<file path="config.mk">
export PLATFORM = sky130hd
export DESIGN_NAME = group_id_table
export DESIGN_NICKNAME = d
export VERILOG_FILES = /design/src/rtl/gidt_pkg.sv /design/src/rtl/gidt_mem.sv /design/src/rtl/group_id_table.sv
export SDC_FILE = /design/constraint.sdc
export NUM_CORES = 1
export LEC_CHECK = 0
export ABC_AREA = 0
export BUFFER_PORTS_ARGS = -buffer_cell sky130_fd_sc_hd__buf_2
export CAP_MARGIN = 20
export CORE_ASPECT_RATIO = 0.8
export CORE_MARGIN = 2
export CORE_UTILIZATION = 45
export CTS_CLUSTER_SIZE = 10
export DETAILED_ROUTE_END_ITERATION = 12
export SLEW_MARGIN = 10
export SYNTH_ARGS = -nofsm -noshare
export SYNTH_HDL_FRONTEND = slang
export SYNTH_HIERARCHICAL = 1
export SYNTH_SLANG_ARGS = --single-unit
</file>
<file path="constraint.sdc">
create_clock -name clk_i -period 11.49 [get_ports clk_i]
set_clock_uncertainty 0.15 [all_clocks]
set_input_delay 0 -clock clk_i [delete_from_list [all_inputs] [get_ports clk_i]]
set_output_delay 0 -clock clk_i [all_outputs]
set_load 0.01 [all_outputs]
</file>
<file path="src/rtl/gidt_pkg.sv">
`timescale 1ns / 1ps
package gidt_pkg;

  localparam int TableDepth = 16;
  localparam int NameBytes  = 8;
  localparam int IdxW       = (TableDepth > 1) ? $clog2(TableDepth) : 1;
  localparam int CntW       = $clog2(TableDepth + 1);

  typedef enum logic [1:0] {
    CMD_ADD       = 2'd0,
    CMD_REMOVE    = 2'd1,
    CMD_FIND_ID   = 2'd2,
    CMD_FIND_NAME = 2'd3
  } cmd_e;

  typedef enum logic [1:0] {
    STS_OK        = 2'd0,
    STS_FULL      = 2'd1,
    STS_INVALID   = 2'd2,
    STS_NOT_FOUND = 2'd3
  } status_e;

  typedef struct packed {
    logic [1:0]  command;
    logic [15:0] group_id;
    logic [63:0] name_bytes;
    logic [3:0]  name_len;
  } in_t;

  typedef struct packed {
    logic [1:0]  status;
    logic [15:0] entry_id;
    logic [63:0] entry_name;
    logic [3:0]  entry_len;
  } out_t;

  typedef struct packed {
    logic [15:0] id;
    logic [63:0] name;
    logic [3:0]  len;
  } entry_t;

  typedef struct packed {
    logic            en;
    logic [IdxW-1:0] addr;
    entry_t          data;
  } ram_wr_t;

  // lengths above the name size saturate
  function automatic logic [3:0] clamp_len(input logic [3:0] len);
    logic [3:0] lim;
    lim = 4'(NameBytes);
    return (len > lim) ? lim : len;
  endfunction

  function automatic logic [63:0] byte_mask(input logic [3:0] len);
    logic [63:0] m;
    m = '0;
    for (int b = 0; b < 8; b++) begin
      if (4'(b) < len) begin
        m[b*8 +: 8] = 8'hff;
      end
    end
    return m;
  endfunction

endpackage

</file>
<file path="src/rtl/gidt_mem.sv">
`timescale 1ns / 1ps
module gidt_mem (
  input  logic                           clk_i,
  input  gidt_pkg::ram_wr_t              wr_i,
  input  logic [gidt_pkg::IdxW-1:0]      rd_addr_i,
  output gidt_pkg::entry_t               rd_data_o
);

  gidt_pkg::entry_t mem_q [gidt_pkg::TableDepth];

  always_ff @(posedge clk_i) begin
    if (wr_i.en) begin
      mem_q[wr_i.addr] <= wr_i.data;
    end
    rd_data_o <= mem_q[rd_addr_i];
  end

endmodule

</file>
<file path="src/rtl/group_id_table.sv">
`timescale 1ns / 1ps
// Ordered group table: entries of {16-bit id, name of up to 8 bytes, length}.
// Input channel (in_valid_i / in_stall_o) carries one command beat; output
// channel (out_valid_o / out_stall_i) returns exactly one result beat per
// command. Commands are handled one at a time.
// Every command walks the table memory in order, one entry per cycle, through
// its registered read port. Add may take two passes (id, then name). A remove
// that hits then moves each later entry up by one, one per cycle.
// in_stall_o is high from acceptance until the result is loaded into the
// output register; the result then waits there while out_stall_i is high, and
// the next command may be accepted meanwhile. A finished result that finds
// the output register still full waits in the block until it is taken.
// Reset empties the table (entry count to zero); entry contents are not
// cleared and are never read before written.
module group_id_table (
  input  logic            clk_i,
  input  logic            rst_ni,
  input  logic            in_valid_i,
  output logic            in_stall_o,
  input  gidt_pkg::in_t   in_data_i,
  output logic            out_valid_o,
  input  logic            out_stall_i,
  output gidt_pkg::out_t  out_data_o
);

  typedef enum logic [1:0] {
    ST_IDLE,
    ST_SCAN,
    ST_SHIFT,
    ST_RESP
  } state_e;

  state_e                      state_q, state_d;
  gidt_pkg::in_t               key_q, key_d;
  logic                        by_name_q, by_name_d;
  logic [gidt_pkg::CntW-1:0]   scan_q, scan_d;
  logic [gidt_pkg::CntW-1:0]   used_q, used_d;
  logic [gidt_pkg::IdxW-1:0]   chk_q, chk_d;
  logic                        pend_q, pend_d;
  gidt_pkg::out_t              res_q, res_d;
  gidt_pkg::out_t              out_q, out_d;
  logic                        out_valid_q, out_valid_d;

  gidt_pkg::ram_wr_t           ram_wr;
  logic [gidt_pkg::IdxW-1:0]   ram_raddr;
  gidt_pkg::entry_t            ram_rdata;

  logic                        id_hit, name_hit, hit;

  gidt_mem u_mem (
    .clk_i     (clk_i),
    .wr_i      (ram_wr),
    .rd_addr_i (ram_raddr),
    .rd_data_o (ram_rdata)
  );

  assign id_hit   = (ram_rdata.id == key_q.group_id);
  assign name_hit = (((ram_rdata.name ^ key_q.name_bytes)
                     & gidt_pkg::byte_mask(ram_rdata.len)) == 64'd0);
  assign hit      = by_name_q ? name_hit : id_hit;

  always_comb begin
    state_d     = state_q;
    key_d       = key_q;
    by_name_d   = by_name_q;
    scan_d      = scan_q;
    used_d      = used_q;
    chk_d       = chk_q;
    pend_d      = pend_q;
    res_d       = res_q;
    out_d       = out_q;
    out_valid_d = out_valid_q && out_stall_i;
    ram_wr      = '0;
    ram_raddr   = scan_q[gidt_pkg::IdxW-1:0];

    unique case (state_q)
      ST_IDLE: begin
        if (in_valid_i) begin
          key_d          = in_data_i;
          key_d.name_len = gidt_pkg::clamp_len(in_data_i.name_len);
          by_name_d      = (gidt_pkg::cmd_e'(in_data_i.command) == gidt_pkg::CMD_FIND_NAME);
          scan_d         = '0;
          pend_d         = 1'b0;
          state_d        = ST_SCAN;
        end
      end

      ST_SCAN: begin
        if (pend_q && hit) begin
          res_d   = '0;
          state_d = ST_RESP;
          unique case (gidt_pkg::cmd_e'(key_q.command))
            gidt_pkg::CMD_ADD: begin
              ram_wr.en      = 1'b1;
              ram_wr.addr    = chk_q;
              ram_wr.data.id = key_q.group_id;
              if (by_name_q) begin
                ram_wr.data.name = ram_rdata.name;
                ram_wr.data.len  = ram_rdata.len;
              end else begin
                ram_wr.data.name = key_q.name_bytes & gidt_pkg::byte_mask(key_q.name_len);
                ram_wr.data.len  = key_q.name_len;
              end
              res_d.status = gidt_pkg::STS_OK;
            end
            gidt_pkg::CMD_REMOVE: begin
              if (name_hit) begin
                scan_d  = gidt_pkg::CntW'(chk_q) + 1'b1;
                pend_d  = 1'b0;
                state_d = ST_SHIFT;
              end else begin
                res_d.status = gidt_pkg::STS_INVALID;
              end
            end
            default: begin
              res_d.status     = gidt_pkg::STS_OK;
              res_d.entry_id   = ram_rdata.id;
              res_d.entry_name = ram_rdata.name & gidt_pkg::byte_mask(ram_rdata.len);
              res_d.entry_len  = ram_rdata.len;
            end
          endcase
        end else if (!pend_q && (scan_q >= used_q)) begin
          res_d   = '0;
          state_d = ST_RESP;
          unique case (gidt_pkg::cmd_e'(key_q.command))
            gidt_pkg::CMD_ADD: begin
              if (!by_name_q) begin
                // no id match: second pass by name
                by_name_d = 1'b1;
                scan_d    = '0;
                state_d   = ST_SCAN;
              end else if (used_q < gidt_pkg::CntW'(gidt_pkg::TableDepth)) begin
                ram_wr.en        = 1'b1;
                ram_wr.addr      = used_q[gidt_pkg::IdxW-1:0];
                ram_wr.data.id   = key_q.group_id;
                ram_wr.data.name = key_q.name_bytes & gidt_pkg::byte_mask(key_q.name_len);
                ram_wr.data.len  = key_q.name_len;
                used_d           = used_q + 1'b1;
                res_d.status     = gidt_pkg::STS_OK;
              end else begin
                res_d.status = gidt_pkg::STS_FULL;
              end
            end
            gidt_pkg::CMD_REMOVE: res_d.status = gidt_pkg::STS_INVALID;
            default:              res_d.status = gidt_pkg::STS_NOT_FOUND;
          endcase
        end else if (scan_q < used_q) begin
          pend_d = 1'b1;
          chk_d  = scan_q[gidt_pkg::IdxW-1:0];
          scan_d = scan_q + 1'b1;
        end else begin
          pend_d = 1'b0;
        end
      end

      ST_SHIFT: begin
        // read entry j+1, write it to j in the next cycle
        if (pend_q) begin
          ram_wr.en   = 1'b1;
          ram_wr.addr = chk_q;
          ram_wr.data = ram_rdata;
        end
        if (scan_q < used_q) begin
          pend_d = 1'b1;
          chk_d  = gidt_pkg::IdxW'(scan_q - 1'b1);
          scan_d = scan_q + 1'b1;
        end else begin
          pend_d = 1'b0;
          if (!pend_q) begin
            used_d       = used_q - 1'b1;
            res_d        = '0;
            res_d.status = gidt_pkg::STS_OK;
            state_d      = ST_RESP;
          end
        end
      end

      ST_RESP: begin
        if (!out_valid_q || !out_stall_i) begin
          out_d       = res_q;
          out_valid_d = 1'b1;
          state_d     = ST_IDLE;
        end
      end

      default: state_d = ST_IDLE;
    endcase
  end

  always_ff @(posedge clk_i or negedge rst_ni) begin
    if (!rst_ni) begin
      state_q     <= ST_IDLE;
      used_q      <= '0;
      pend_q      <= 1'b0;
      out_valid_q <= 1'b0;
    end else begin
      state_q     <= state_d;
      used_q      <= used_d;
      pend_q      <= pend_d;
      out_valid_q <= out_valid_d;
    end
  end

  always_ff @(posedge clk_i) begin
    key_q     <= key_d;
    by_name_q <= by_name_d;
    scan_q    <= scan_d;
    chk_q     <= chk_d;
    res_q     <= res_d;
    out_q     <= out_d;
  end

  assign in_stall_o  = (state_q != ST_IDLE);
  assign out_valid_o = out_valid_q;
  assign out_data_o  = out_q;

endmodule

</file>
==> impl_metrics.env <==
export IMPL_die_h_um=343
export IMPL_cp_slowest_stage_delay_ps=850
export IMPL_ys_seq_area_share_pct=77.6
export IMPL_place_inst=5068
export IMPL_instances_no_fill=5595
export IMPL_drt_initial_drc_count=3857
export IMPL_htreeDepth=4
export IMPL_layout_commonest_cell="edfxtp_1"
export IMPL_gp_congestion=0.856
export IMPL_layout_min_cycle_time_ps=7050
export IMPL_synth_edf_count=1612
export IMPL_drcViolationCount=0
export IMPL_wl_per_cell_um=29.2
export IMPL_fmax_ghz=0.142
export IMPL_cts_sinks=1705
export IMPL_postCtsSetupRepairBufs=0
export IMPL_status="complete, no violations"
export IMPL_ctsResizeCount=0
export IMPL_row_count=124
export IMPL_portBuffers=177
export IMPL_ys_flop_type="edfxtp_1"
export IMPL_finalPower_mw=17.4
export IMPL_cp_common_cell="buf_4"
export IMPL_grt_pass1_vias=34100
export IMPL_p_per_area_nw_per_um2=230
export IMPL_synth_seq_cells=1705
export IMPL_critical_path_top_delay_family="compound AO/OA/AOI/OAI gates"
export IMPL_setup_worst_path_start_class="flip-flop"
export IMPL_arrival_ps=7330
export IMPL_async_flop_share_pct=0.528
export IMPL_ant_nets=0
export IMPL_fin_ws_ps=4440
export IMPL_synth_area_um2=64800
export IMPL_global_route_usage_total_pct=22.2
export IMPL_coreArea_um2=143000
export IMPL_avgSynthCellArea_um2=21.0
export IMPL_final_hold_viol_count=0
export IMPL_die_w_um=428
export IMPL_cts_tree="done"
export IMPL_design_portCount=178
export IMPL_grt_overflow_total=0
export IMPL_worst_ep_required_time_ps=11770
export IMPL_syn_num_nets=3196
export IMPL_peakVddDrop_mv=0.246
export IMPL_clock_latency_ps=810
export IMPL_path_buf_inv=3
export IMPL_relSlewSlack_pct=20.4
export IMPL_ys_types=67
export IMPL_postLayoutCoreUtil_pct=52.9
export IMPL_routed_via_density=5.98
export IMPL_cts_buffers_inserted=190
export IMPL_drive_above_1_share_pct=23.9
export IMPL_drt_total_wl_um=163000
export IMPL_nets=3666
export IMPL_setup_viol=0
export IMPL_slowest_stage="o21ai_0"
export IMPL_worstMarginPinSlew_ps=1190
export IMPL_cts_buffer_depth=3
export IMPL_post_place_ws_ps=4570
export IMPL_cellLeakagePower_nw=26.4
export IMPL_maxSlewViolCount=0
export IMPL_grt_first_pass_wirelength_um=237000
export IMPL_dp_hpwl_um=96100
export IMPL_antenna_found_initial=8
export IMPL_ctsHoldBuffers=177
export IMPL_syn_to_final_growth_pct=16.5
export IMPL_dr_pass1_iters=7
export IMPL_vias=33400
export IMPL_rsz0062_at_grt="no"
export IMPL_grt_max_degree=163
export IMPL_finalSetupTns_ps=0
export IMPL_clk_pin_slew_ps=60
export IMPL_ys_warn_count=6
export IMPL_clock_root_buffer="clkbuf_16"
export IMPL_start_util_pct=45.4
export IMPL_die_area_um2=147000
export IMPL_final_period_utilization_pct=61.4
export IMPL_holdCritPathClass="input port to flip-flop"
export IMPL_crit_chain="xnor2_1 -> nand4_1 -> o21ai_0 -> nand4_2 -> o31ai_4 -> nand3_1 -> buf_4 -> a21oi_1 -> a32o_1 -> nand2_1 -> nor2_4 -> buf_4 -> buf_4"
export IMPL_layout_common_cells="edfxtp_1 (1612), mux4_2 (336), clkbuf_16 (194)"
export IMPL_netlist_instances=3090
export IMPL_endpoint_kind="flip-flop"
export IMPL_crit_type="flip-flop to flip-flop"
export IMPL_maxCapViolCount=0
export IMPL_path_max_fanout=33
==> tightest hold or removal path: stages <==
cell and delay (ps):
dlygate4sd3_1 530, buf_2 120, nor2b_1 160
==> cell usage after synthesis (16+ instances only) <==
| master | count | area share, % |
|---|---|---|
| a22oi_2 | 40 | 0.77 |
| a22oi_1 | 183 | 2.1 |
| clkbuf_1 | 74 | 0.43 |
| inv_1 | 20 | 0.12 |
| and2_1 | 23 | 0.22 |
| o21a_1 | 33 | 0.38 |
| buf_2 | 51 | 0.39 |
| nand2_1 | 115 | 0.67 |
| o211a_1 | 16 | 0.25 |
| nor2_1 | 84 | 0.49 |
| a22o_1 | 43 | 0.58 |
| a21oi_1 | 26 | 0.20 |
| mux4_2 | 336 | 12 |
| dfxtp_1 | 84 | 2.6 |
| nand4_1 | 22 | 0.21 |
| edfxtp_1 | 1612 | 75 |
| and3_1 | 56 | 0.54 |
| xnor2_1 | 90 | 1.2 |
==> logic make-up (layout without fill, tap and decap cells) <==
group           Yosys count  count (layout)  synth area share [%]
simple gates            354             354                  2.67
fa+ha+maj                16              16                 0.320
compound gates          406             406                  5.13
flops                  1705            1705                  77.6
mux                     341             341                  11.8
buf+inv                 174             788                  1.23
xor+xnor                 94              94                  1.27
other cells               0               1                     0
==> where the power goes <==
| part | leakage (nW) | switching (mW) | internal, mW |
|---|---|---|---|
| combinational | 6.43 | 2.41 | 1.51 |
| sequential | 17.3 | 0.409 | 7.55 |
| clock | 2.64 | 2.32 | 3.16 |
==> routing by layer <==
metal	wire length, µm	up-vias	global-route usage (%)
met4	4290	0	7.10
met2	79100	1432	35.8
li1	-	13800	-
met5	0	-	0
met3	11300	259	3.58
met1	68800	17900	31.3
==> metrics by stage <==
stage	cell area (µm²)	hold slack [ps]
after floorplan	64800	-446
after global placement	68000	-257
after detailed placement	68000	-259
after CTS	75400	2.28
after global routing	75500	22.4
final	75500	51.5
==> cell type report <==
type                            count  area (µm²)
Inverter                           20        75.1
Clock inverter                     12         168
Multi-Input combinational cell   1211       13900
Sequential cell                  1705       50300
Tap cell                         1890        2360
Antenna cell                        1        2.50
Timing Repair Buffer              432        3330
Fill cell                       10900       67400
Clock buffer                      324        5380
==> worst paths after layout <==
| kind | startpoint | endpoint | slack [ps] | cells after the start |
|---|---|---|---|---|
| max | key_q[48]$_DFFE_PP_ | u_mem/mem_q[15][14]$_DFFE_PP_ | 4440 | 13 |
| min | in_data_i[1] | key_q[1]$_SDFFCE_PN0P_ | 50 | 3 |
| max reg2reg | key_q[48]$_DFFE_PP_ | u_mem/mem_q[15][14]$_DFFE_PP_ | 4440 | 13 |
| min reg2reg | res_q[29]$_SDFFCE_PP0P_ | out_data_o[29]$_DFFE_PP_ | 260 | 0 |
| max in group asynchronous | rst_ni | state_q[0]$_DFFE_PN0P_ | 10690 | 3 |
| min in group asynchronous | rst_ni | used_q[2]$_DFFE_PN0P_ | 150 | 3 |
==> sequential cells by signal (all words and copies together) (netlist names), named ones only <==
register         count
out_data_o          86
pend_q               1
u_mem/rd_data_o     84
state_q              1
out_valid_o          1
scan_q               5
chk_q                4
used_q               5
u_mem/mem_q       1344
key_q               86
res_q               86
by_name_q            1
(Power assumes the default switching activity.)
